<file path="config.mk">
export PLATFORM = sky130hd
export DESIGN_NAME = mau_controller
export DESIGN_NICKNAME = d
export VERILOG_FILES = /design/src/design/mau_pkg.sv /design/src/design/mau_controller.sv
export SDC_FILE = /design/constraint.sdc
export NUM_CORES = 1
export LEC_CHECK = 0
export BUFFER_PORTS_ARGS = -buffer_cell sky130_fd_sc_hd__buf_4
export CORE_UTILIZATION = 35
export DETAILED_ROUTE_END_ITERATION = 8
export PLACE_DENSITY = 0.61
export SLEW_MARGIN = 10
export SYNTH_ARGS = -nofsm -noshare
export SYNTH_HDL_FRONTEND = slang
export SYNTH_SLANG_ARGS = --single-unit
</file>
<file path="constraint.sdc">
create_clock -name clk -period 2.75 [get_ports clk]
set_input_delay 0.55 -clock clk [delete_from_list [all_inputs] [get_ports clk]]
set_output_delay 0.55 -clock clk [all_outputs]
set_load 0.02 [all_outputs]
</file>
<file path="src/design/mau_pkg.sv">
// ---------------------------------------------------------------------------
// mau_pkg: shared types and constants of the modular arithmetic unit
// Mode codes, widths and the controller/datapath command and status structs.
// ---------------------------------------------------------------------------
`default_nettype none
package mau_pkg;
  localparam int unsigned ModW = 31;
  localparam int unsigned OpbW = 64;
  localparam int unsigned DefValueWidth = 32;
  localparam logic [ModW-1:0] ModReset = 31'd13;

  typedef enum logic [2:0] {
    MODE_ADD = 3'd0, MODE_SUB = 3'd1, MODE_MUL = 3'd2, MODE_DIV = 3'd3,
    MODE_INV = 3'd4, MODE_POW = 3'd5, MODE_NEG = 3'd6, MODE_NONE = 3'd7
  } mode_t;

  typedef enum logic [3:0] {
    OP_IDLE    = 4'd0,
    OP_LOAD    = 4'd1,  // capture operands
    OP_REDA    = 4'd2,  // start reduction of a
    OP_REDB    = 4'd3,  // start reduction of b
    OP_SIMPLE  = 4'd4,  // add/sub/neg into result
    OP_MULAB   = 4'd5,  // start a*b mod m
    OP_INVX    = 4'd6,  // Euclid init on x (b for divide, a otherwise)
    OP_EUCSTEP = 4'd7,  // start a division r0/r1
    OP_EUCUPD  = 4'd8,  // update Euclid from quotient
    OP_INVFIN  = 4'd9,  // finish inverse
    OP_POWINIT = 4'd10, // acc=1; base=a unless the exponent is negative
    OP_POWMUL  = 4'd11, // start acc*base
    OP_POWSQ   = 4'd12, // start base*base, shift exp
    OP_MULDIV  = 4'd13, // start a*inv
    OP_ZERO    = 4'd14, // result 0
    OP_POWFIN  = 4'd15  // running product into result
  } op_t;

  typedef struct packed {
    op_t  op;
    logic div_go;  // holds off the divider write-back to a/b
    logic pow_acc; // multiply result goes to acc (else base)
    logic inv_to_res;
    logic mul_to_res;
  } mau_cmd_t;

  typedef struct packed {
    logic div_busy;
    logic r1_zero;
    logic inv_ok;
    logic exp_zero;
    logic exp_lsb;
    logic negb;
    logic m_small;
  } mau_sts_t;
endpackage
`default_nettype wire

</file>
<file path="src/design/mau_controller.sv">
// ---------------------------------------------------------------------------
// mau_controller: sequencer of the modular arithmetic unit
// Steps the datapath through reduction, Euclid and square-and-multiply.
// ---------------------------------------------------------------------------
`default_nettype none
module mau_controller import mau_pkg::*; (
  input  wire logic       clk,
  input  wire logic       rst_n,
  input  wire logic       start,
  input  wire logic [2:0] mode,
  input  wire mau_sts_t   sts,
  input  wire logic       out_take,
  output mau_cmd_t        cmd,
  output logic            idle,
  output logic            done
);
  typedef enum logic [12:0] {
    S_IDLE  = 13'b0000000000001,
    S_LOAD  = 13'b0000000000010,
    S_REDA  = 13'b0000000000100,
    S_REDB  = 13'b0000000001000,
    S_DISP  = 13'b0000000010000,
    S_MULW  = 13'b0000000100000,
    S_EUC   = 13'b0000001000000,
    S_EUCW  = 13'b0000010000000,
    S_INVF  = 13'b0000100000000,
    S_POWC  = 13'b0001000000000,
    S_POWMW = 13'b0010000000000,
    S_POWSW = 13'b0100000000000,
    S_DONE  = 13'b1000000000000
  } state_t;

  state_t st_r, st_nxt;
  logic [2:0] md_r, md_nxt;
  logic w_r, w_nxt; // divider kicked, wait until busy is registered
  logic last_r, last_nxt; // pending multiply is final

  always_comb begin
    st_nxt = st_r; md_nxt = md_r; w_nxt = 1'b0; last_nxt = last_r;
    cmd = '0; cmd.op = OP_IDLE;
    cmd.mul_to_res = last_r; cmd.pow_acc = 1'b0;
    case (st_r)
      S_IDLE: if (start) begin md_nxt = mode; st_nxt = S_LOAD; cmd.op = OP_LOAD; end
      S_LOAD: begin
        if (sts.m_small || md_r == MODE_NONE) begin
          cmd.op = OP_ZERO; st_nxt = S_DONE;
        end else begin
          cmd.op = OP_REDA; w_nxt = 1'b1; st_nxt = S_REDA;
        end
      end
      S_REDA: if (!w_r && !sts.div_busy) begin
        cmd.op = OP_REDB; w_nxt = 1'b1; st_nxt = S_REDB;
      end
      S_REDB: if (!w_r && !sts.div_busy) st_nxt = S_DISP;
      S_DISP: begin
        case (md_r)
          MODE_ADD, MODE_SUB, MODE_NEG: begin cmd.op = OP_SIMPLE; st_nxt = S_DONE; end
          MODE_MUL: begin
            cmd.op = OP_MULAB; w_nxt = 1'b1; last_nxt = 1'b1; st_nxt = S_MULW;
          end
          MODE_POW: begin
            if (sts.negb) begin cmd.op = OP_INVX; st_nxt = S_EUC; end
            else begin cmd.op = OP_POWINIT; st_nxt = S_POWC; end
          end
          default: begin cmd.op = OP_INVX; st_nxt = S_EUC; end
        endcase
      end
      S_MULW: if (!w_r && !sts.div_busy) begin
        st_nxt = S_DONE; last_nxt = 1'b0;
      end
      S_EUC: begin
        if (sts.r1_zero) begin
          cmd.op = OP_INVFIN; cmd.inv_to_res = 1'b1; st_nxt = S_INVF;
        end else begin
          cmd.op = OP_EUCSTEP; w_nxt = 1'b1; st_nxt = S_EUCW;
        end
      end
      S_EUCW: if (!w_r && !sts.div_busy) begin cmd.op = OP_EUCUPD; st_nxt = S_EUC; end
      S_INVF: begin
        if (!sts.inv_ok || md_r == MODE_INV) st_nxt = S_DONE;
        else if (md_r == MODE_DIV) begin
          cmd.op = OP_MULDIV; w_nxt = 1'b1; last_nxt = 1'b1; st_nxt = S_MULW;
        end else begin
          cmd.op = OP_POWINIT; st_nxt = S_POWC;
        end
      end
      S_POWC: begin
        if (sts.exp_zero) begin
          cmd.op = OP_POWFIN; st_nxt = S_DONE;
        end else if (sts.exp_lsb) begin
          cmd.op = OP_POWMUL; w_nxt = 1'b1; st_nxt = S_POWMW;
        end else begin
          cmd.op = OP_POWSQ; w_nxt = 1'b1; st_nxt = S_POWSW;
        end
      end
      S_POWMW: begin
        cmd.pow_acc = 1'b1;
        if (!w_r && !sts.div_busy) begin
          cmd.op = OP_POWSQ; w_nxt = 1'b1; st_nxt = S_POWSW;
        end
      end
      S_POWSW: if (!w_r && !sts.div_busy) st_nxt = S_POWC;
      S_DONE: if (out_take) st_nxt = S_IDLE;
      default: st_nxt = S_IDLE;
    endcase
  end

  always_ff @(posedge clk) begin
    if (!rst_n) begin
      st_r <= S_IDLE; w_r <= 1'b0; last_r <= 1'b0; md_r <= MODE_ADD;
    end else begin
      st_r <= st_nxt; w_r <= w_nxt; last_r <= last_nxt; md_r <= md_nxt;
    end
  end

  assign idle = (st_r == S_IDLE);
  assign done = (st_r == S_DONE);
endmodule
`default_nettype wire

</file>
==> metrics.csv, run 1 <==
stage,metric,value,unit
grt,vias in the first global route,1560,
power,clock power share,0.290,
sta,final hold violation count,0,
sta,RSZ-0062 raised after global routing,false,
sta,setup TNS,0,ns
die,Die Wd,67.5,um
grt,GRT Total Usage,0.227,
final_layout,antenna diode count,0,
detailed_routing,drt wl/cell,17.5,um
grt,first-pass GRT wire length,7600,um
critical_path,WS Path Type,register to output port,
grt,GR peak layer,met2,
die,DIE AREA,0.00456,sq mm
detailed_routing,via count,1640,
power,switching power share of the total,0.367,
grt,met1 usage,0.308,
clocking,cts bufs inserted,3,
critical_path,crit path max fanout,11,
die,num rows,23,
clocking,root buf cell,clkbuf_8,
job,max-cap viol count,0,
grt,largest net degree at the start of global routing,19,
yosys,net count after synthesis,200,
critical_path,Required @ worst endpoint,2.20,ns
detailed_routing,final WL,4630,um
detailed_routing,Via density,6.19,
yosys,Syn Area/Cell,8.08,sq um
power,Comb power frac,0.339,
clocking,H-Tree Depth,1,
sta,Slew @ Worst Pin,0.715,ns
yosys,Async SR Flop Fraction,0,
final_layout,Layout area overhead,24.3,%
placement,RD Place Congestion,0.927,
final_layout,share of layout cells above drive strength 1,0.349,
power,Seq pwr share,0.372,
yosys,Synth warnings,0,
sta,Setup Skew,0.00654,ns
die,IO Pins,24,
sta,setup violators final,0,
clocking,Sink Count,18,
critical_path,kind of start point of the critical path,register,
grt,GR Layer Usage met2,0.343,
sta,Final Cycle Share,0.975,
detailed_routing,drt pass-1 iters,4,
die,Initial Util,0.370,
placement,Port Buffers,22,
critical_path,Crit. End Element,output port,
power,worst IR drop on VDD,0.276,mV
run_status,status,completed,
placement,HPWL Detailed,3550,um
clocking,CTS max path bufs,2,
yosys,"Distinct cells, synth",57,
yosys,Mapped Cells,186,
sta,Fin Hold WS,0.484,ns
power,switching power,0.000292,W
sta,max-slew violation count,0,
detailed_routing,initial DRC count,209,
power,static leakage,0.666,nW
hold_path,Hold Crit Class,register to register,
sta,max_slew headroom,0.523,
grt,GR Overflow Total,0,
sta,Achievable Freq,373,MHz
final_layout,# fillers,400,
critical_path,CP arrival,2.13,ns
detailed_routing,Routed Antenna Nets,0,
final_layout,"Core Util, Final",0.460,
yosys,#FFs+latches synth,18,
sta,Final min period,2.68,ns
power,PwrDens,426,mW/mm^2
detailed_routing,DRC violations left,0,
die,Die Ht,67.5,um
yosys,sequential area share after synthesis,0.240,
final_layout,fin nets,230,
clocking,clk_lat worst skew,0.26,ns
clocking,clock-pin slew on the worst setup and hold paths,0.08,ns
grt,antenna violations before repair,0,
power,internal power,0.000504,W
clocking,Post-CTS Setup Bufs,0,
yosys,Mapped Area,0.00150,sq mm
die,core area,0.00406,sq mm
yosys,Post-synth top flop,dfxtp_1,
grt,met3 Usage GRT,0.0507,
yosys,Post-synth EDFFs,0,
clocking,CTS tree,done,
==> synth_stat cells (2+ instances only) <==
library cell,number,area (sq um)
o211ai_1,2,15.0
nand2b_1,5,31.3
dfxtp_1,18,360
nor2_1,12,45.0
nand2_1,16,60.1
buf_2,6,30.0
or4b_1,2,20.0
or3_1,2,12.5
nand3_1,9,45.0
or3b_2,2,17.5
a31oi_1,3,18.8
a21oi_1,13,65.1
o21ai_0,2,10.0
a221oi_2,3,45.0
a2111oi_2,2,30.0
or4_1,3,22.5
nand4_1,12,75.1
clkbuf_1,2,7.51
nor4_1,3,18.8
nor3_2,4,40.0
inv_1,6,22.5
nor4b_1,6,52.6
or2_2,3,18.8
buf_4,3,22.5
o41ai_1,5,43.8
buf_6,2,22.5
nor3_1,10,50.1
==> layout by cell type (no fill, tap or decap), types with 6 or more instances in the layout <==
cell type | netlist | routed
a21oi_1 | 13 | 13
buf_4 | 3 | 38
dfxtp_1 | 18 | 15
inv_1 | 6 | 6
nand2_1 | 16 | 16
nand3_1 | 9 | 9
nand4_1 | 12 | 12
nor2_1 | 12 | 12
nor3_1 | 10 | 8
==> power groups by stage <==
stage | sequential (W) | combinational (W) | clock (W)
floorplan | 0.000293 | 0.000177 | 0
global placement | 0.000302 | 0.000263 | 0
detailed placement | 0.000301 | 0.000260 | 0
CTS | 0.000295 | 0.000264 | 0.000234
global route | 0.000297 | 0.000290 | 0.000249
finish | 0.000296 | 0.000269 | 0.000231
==> critical path, cell delays in order (launching register included) <==
cell and delay, ns:
dfxtp_1 0.45, or4b_2 0.69, nor3_2 0.18, buf_4 0.16, nand2_1 0.13, nand4_1 0.11, buf_4 0.15
==> sequential cells by signal, summed over array words and instances (netlist names) <==
name and count:
st_r 13, md_r 3, last_r 1, w_r 1
==> cell type report <==
cell class                 instances  area (sq um)  share of cell area
sequential                        18           364               0.195
multi-input combinational        148          1070               0.575
tap                               50          62.6              0.0335
timing repair buffer              38           285               0.153
inverter                           7          26.3              0.0141
clock buffer                       4          55.1              0.0295
==> repair_timing <==
item	CTS	global route
endpoints found under the setup margin	3	4
pin swaps	0	1
hold endpoints to repair	0	0
hold buffers	0	0
resized for setup	3	8
gates cloned	0	0
==> stage by stage <==
stage          total power [W]  setup WS, ns  std cells  instance area (sq um)
2_1_floorplan         0.000470         0.356        186                   1500
3_3_place_gp          0.000565         0.239        261                   1770
3_5_place_dp          0.000561         0.245        261                   1770
4_1_cts               0.000793       0.00371        265                   1840
5_1_grt               0.000837       0.00474        265                   1870
6_report              0.000796        0.0686        265                   1870
==> layer usage <==
layer  part of all wire  up-vias
met2               0.47       76
met1               0.42      772
met5                  0        -
met3              0.086        8
met4              0.020        0
li1                   -      784
==> cells by family (layout without fill, tap and decap cells) <==
| kind of cell | after synthesis | after routing | share of synthesized area |
|---|---|---|---|
| compound gates | 45 | 45 | 0.252 |
| xor+xnor | 2 | 2 | 0.0117 |
| buf+inv | 20 | 49 | 0.0724 |
| flops | 18 | 18 | 0.240 |
| other cells | 1 | 1 | 0.00250 |
| simple gates | 100 | 100 | 0.421 |
==> path summary, 6_finish.rpt <==
kind | start | to | slack [ns] | cells after the start
min | last_r | last_r | 0.48 | 2
max reg2reg | st_r[7] | st_r[6] | 0.34 | 6
max | st_r[7] | cmd[6] | 0.07 | 6
min reg2reg | last_r | last_r | 0.48 | 2
Note: power is estimated with default switching activity, not from simulation.
==> inputs of run 2 (changes only) <==
--- a/config.mk
+++ b/config.mk
@@ -5,6 +5,7 @@
 export SDC_FILE = /design/constraint.sdc
 export NUM_CORES = 1
 export LEC_CHECK = 0
+export ABC_AREA = 1
 export BUFFER_PORTS_ARGS = -buffer_cell sky130_fd_sc_hd__buf_4
 export CORE_UTILIZATION = 35
 export DETAILED_ROUTE_END_ITERATION = 8
==> metrics.csv, run 2 <==
stage,metric,value,unit
run_status,status,completed,
yosys,Syn Area/Cell,5.91,sq um
sta,setup TNS,0,ns
sta,Final Cycle Share,0.897,
critical_path,Crit. End Element,output port,
clocking,root buf cell,clkbuf_8,
final_layout,Layout area overhead,16.3,%
clocking,H-Tree Depth,1,
hold_path,Hold Crit Class,register to register,
critical_path,R2R cell count,12,
clocking,CTS hold repair buffers,0,
final_layout,most frequent cells in the layout,"52 x nand2_1, 46 x nor2_1, 42 x inv_1",
clocking,clock-pin slew on the worst setup and hold paths,0.07,ns
clocking,cts bufs inserted,3,
die,num rows,23,
yosys,#FFs+latches synth,18,
yosys,Synth top cells by count,"52 x nand2_1, 46 x nor2_1, 42 x inv_1",
die,IO Pins,24,
critical_path,Required @ worst endpoint,2.20,ns
critical_path,crit path max fanout,7,
grt,GR Layer Usage met2,0.361,
job,max-cap viol count,0,
placement,HPWL Detailed,3250,um
final_layout,antenna diode count,0,
yosys,net count after synthesis,271,
detailed_routing,initial DRC count,80,
detailed_routing,final WL,4150,um
clocking,Sink Count,18,
sta,final hold violation count,0,
sta,max-slew violation count,0,
detailed_routing,drt wl/cell,12.6,um
die,Die Ht,67.9,um
die,DIE AREA,0.00461,sq mm
final_layout,largest registers,"st_r x13, md_r x3",
power,worst IR drop on VDD,0.298,mV
final_layout,Final Cell Area,0.00177,sq mm
critical_path,critical path's slowest cell,dfxtp_1,
grt,antenna violations before repair,0,
critical_path,Worst R2R End,st_r[12],
critical_path,WS Path Type,register to output port,
sta,Achievable Freq,406,MHz
yosys,Async SR Flop Fraction,0,
critical_path,kind of start point of the critical path,register,
critical_path,worst r2r src,st_r[8],
grt,largest net degree at the start of global routing,20,
clocking,clk_lat worst skew,0.26,ns
die,Initial Util,0.372,
die,Die Wd,67.9,um
die,core area,0.00409,sq mm
yosys,Synth warnings,0,
yosys,top-count cell post-synth,nand2_1,
sta,setup violators final,0,
detailed_routing,Routed Antenna Nets,0,
yosys,Post-Synth XOR/XNOR Area,0,
yosys,post-synth top area share,0.237,
sta,Setup Skew,0.00162,ns
detailed_routing,DRC violations left,0,
grt,GR peak layer,met2,
clocking,CTS max path bufs,2,
hold_path,Hold Path Depth,2,
detailed_routing,Via density,5.01,
placement,Place WS,0.597,ns
yosys,Synth Area in Adders,0,
yosys,"top cells by area, synth","dfxtp_1 24%, nand2_1 13%, nor2_1 11%, inv_1 10%, nand3_1 9.6%",
yosys,Post-synth top flop,dfxtp_1,
yosys,"Distinct cells, synth",34,
critical_path,Worst R2R Setup Slack,0.92,ns
final_layout,share of layout cells above drive strength 1,0.194,
detailed_routing,drt pass-1 iters,4,
final_layout,Largest Register,st_r,
yosys,main combinational cell family by area after synthesis,simple AND/OR/NAND/NOR gates,
hold_path,hold worst-path end,md_r[1],
hold_path,Hold Startpoint,md_r[1],
yosys,Mapped Area,0.00152,sq mm
final_layout,"commonest non-fill, non-tap cell in the layout",nand2_1,
final_layout,fin nets,293,
power,PwrDens,720,mW/mm^2
detailed_routing,via count,1642,
yosys,Synth Area in Compound Gates,0.101,
sta,Final min period,2.47,ns
yosys,sequential area share after synthesis,0.237,
yosys,Synth area leader,dfxtp_1,
grt,met1 usage,0.271,
clocking,Post-CTS Setup Bufs,0,
clocking,CTS tree,done,
yosys,share of synthesized area spent on multiplexers,0,
sta,RSZ-0062 raised after global routing,false,
grt,GR Overflow Total,0,
critical_path,max incr delay on CP,0.39,ns
placement,Port Buffers,22,
critical_path,crit path launch,st_r[3],
clocking,post-CTS sizing,0,
critical_path,CP Cell Sequence,nor2_2 -> nand2_2 -> nor2_1 -> nand2_1 -> inv_1 -> a221oi_1 -> nand3_1 -> buf_4,
final_layout,max FFs per register,13,
grt,vias in the first global route,1540,
grt,first-pass GRT wire length,7030,um
yosys,fraction of the mapped netlist area in simple logic gates,0.523,
power,static leakage,0.966,nW
final_layout,# fillers,460,
yosys,Post-synth EDFFs,0,
grt,met3 Usage GRT,0.0200,
critical_path,CP arrival,1.92,ns
grt,GRT Total Usage,0.207,
yosys,Mapped Cells,257,
placement,Area after DPL,0.00171,sq mm
sta,setup ws final,0.284,ns
placement,RD Place Congestion,0.968,
## run 2: changes by cell type in the layout (fill, tap and decap cells not counted), moves of 8 or more
cell | before | now
nor2_2 | 0 | 9
buf_4 | 38 | 22
nand3_1 | 9 | 29
a21oi_1 | 13 | 5
nand2_1 | 16 | 52
inv_1 | 6 | 42
nor2_1 | 12 | 46
## run 2: worst max-delay path by stage
| stage | end | slack, ns | cells past startpoint |
|---|---|---|---|
| floorplan | cmd[7] | 0.76 | 3 |
| global placement | cmd[6] | 0.61 | 8 |
| detailed placement | cmd[6] | 0.60 | 8 |
| CTS | cmd[6] | 0.30 | 8 |
| global route | cmd[6] | 0.09 | 8 |
| finish | cmd[6] | 0.28 | 8 |
## run 2: power by group
part,switching [W],leakage [nW],internal (W)
combinational,0.000475,0.791,0.000217
clock,0.0000976,0.0288,0.000127
sequential,0.0000480,0.146,0.000307
total,0.000621,0.966,0.000651
## run 2: worst max-delay path, delay by kind of cell, from the launching register on
family	cells	cell delay, ns
buf+inv	2	0.31
flops	1	0.39
simple gates	5	0.70
compound gates	1	0.26
## run 2: final cells by class
cell class	count	area (sq um)	area share
well taps	50	62.6	0.0354
repair buffers	22	165	0.0935
flip-flops and latches	18	360	0.204
inverters	45	171	0.0970
multi-input cells	189	952	0.539
clock buffers	4	55.1	0.0312
## run 2: cell families (layout without fill, tap and decap cells)
family,after synthesis,after routing
AND/OR/NAND/NOR,164,164
buffers and inverters,50,71
AO/OA/AOI/OAI,24,24
flip-flops,18,18
other,1,1
## run 2: per-layer routing
layer / vias to the layer above / share of wire
met2: 58 / 0.48
met4: 0 / 0.014
li1: 851 / -
met5: - / 0
met3: 11 / 0.046
met1: 722 / 0.46
## run 2: stage by stage
stage | instances | hold slack (ns) | utilization | total power, W
6_report | 328 | 0.501 | 0.432 | 0.00127
5_1_grt | 328 | 0.530 | 0.432 | 0.00137
4_1_cts | 328 | 0.509 | 0.432 | 0.00128
3_5_place_dp | 324 | 0.497 | 0.419 | 0.00105
3_3_place_gp | 324 | 0.482 | 0.419 | 0.00106
2_1_floorplan | 257 | 0.455 | - | 0.000868
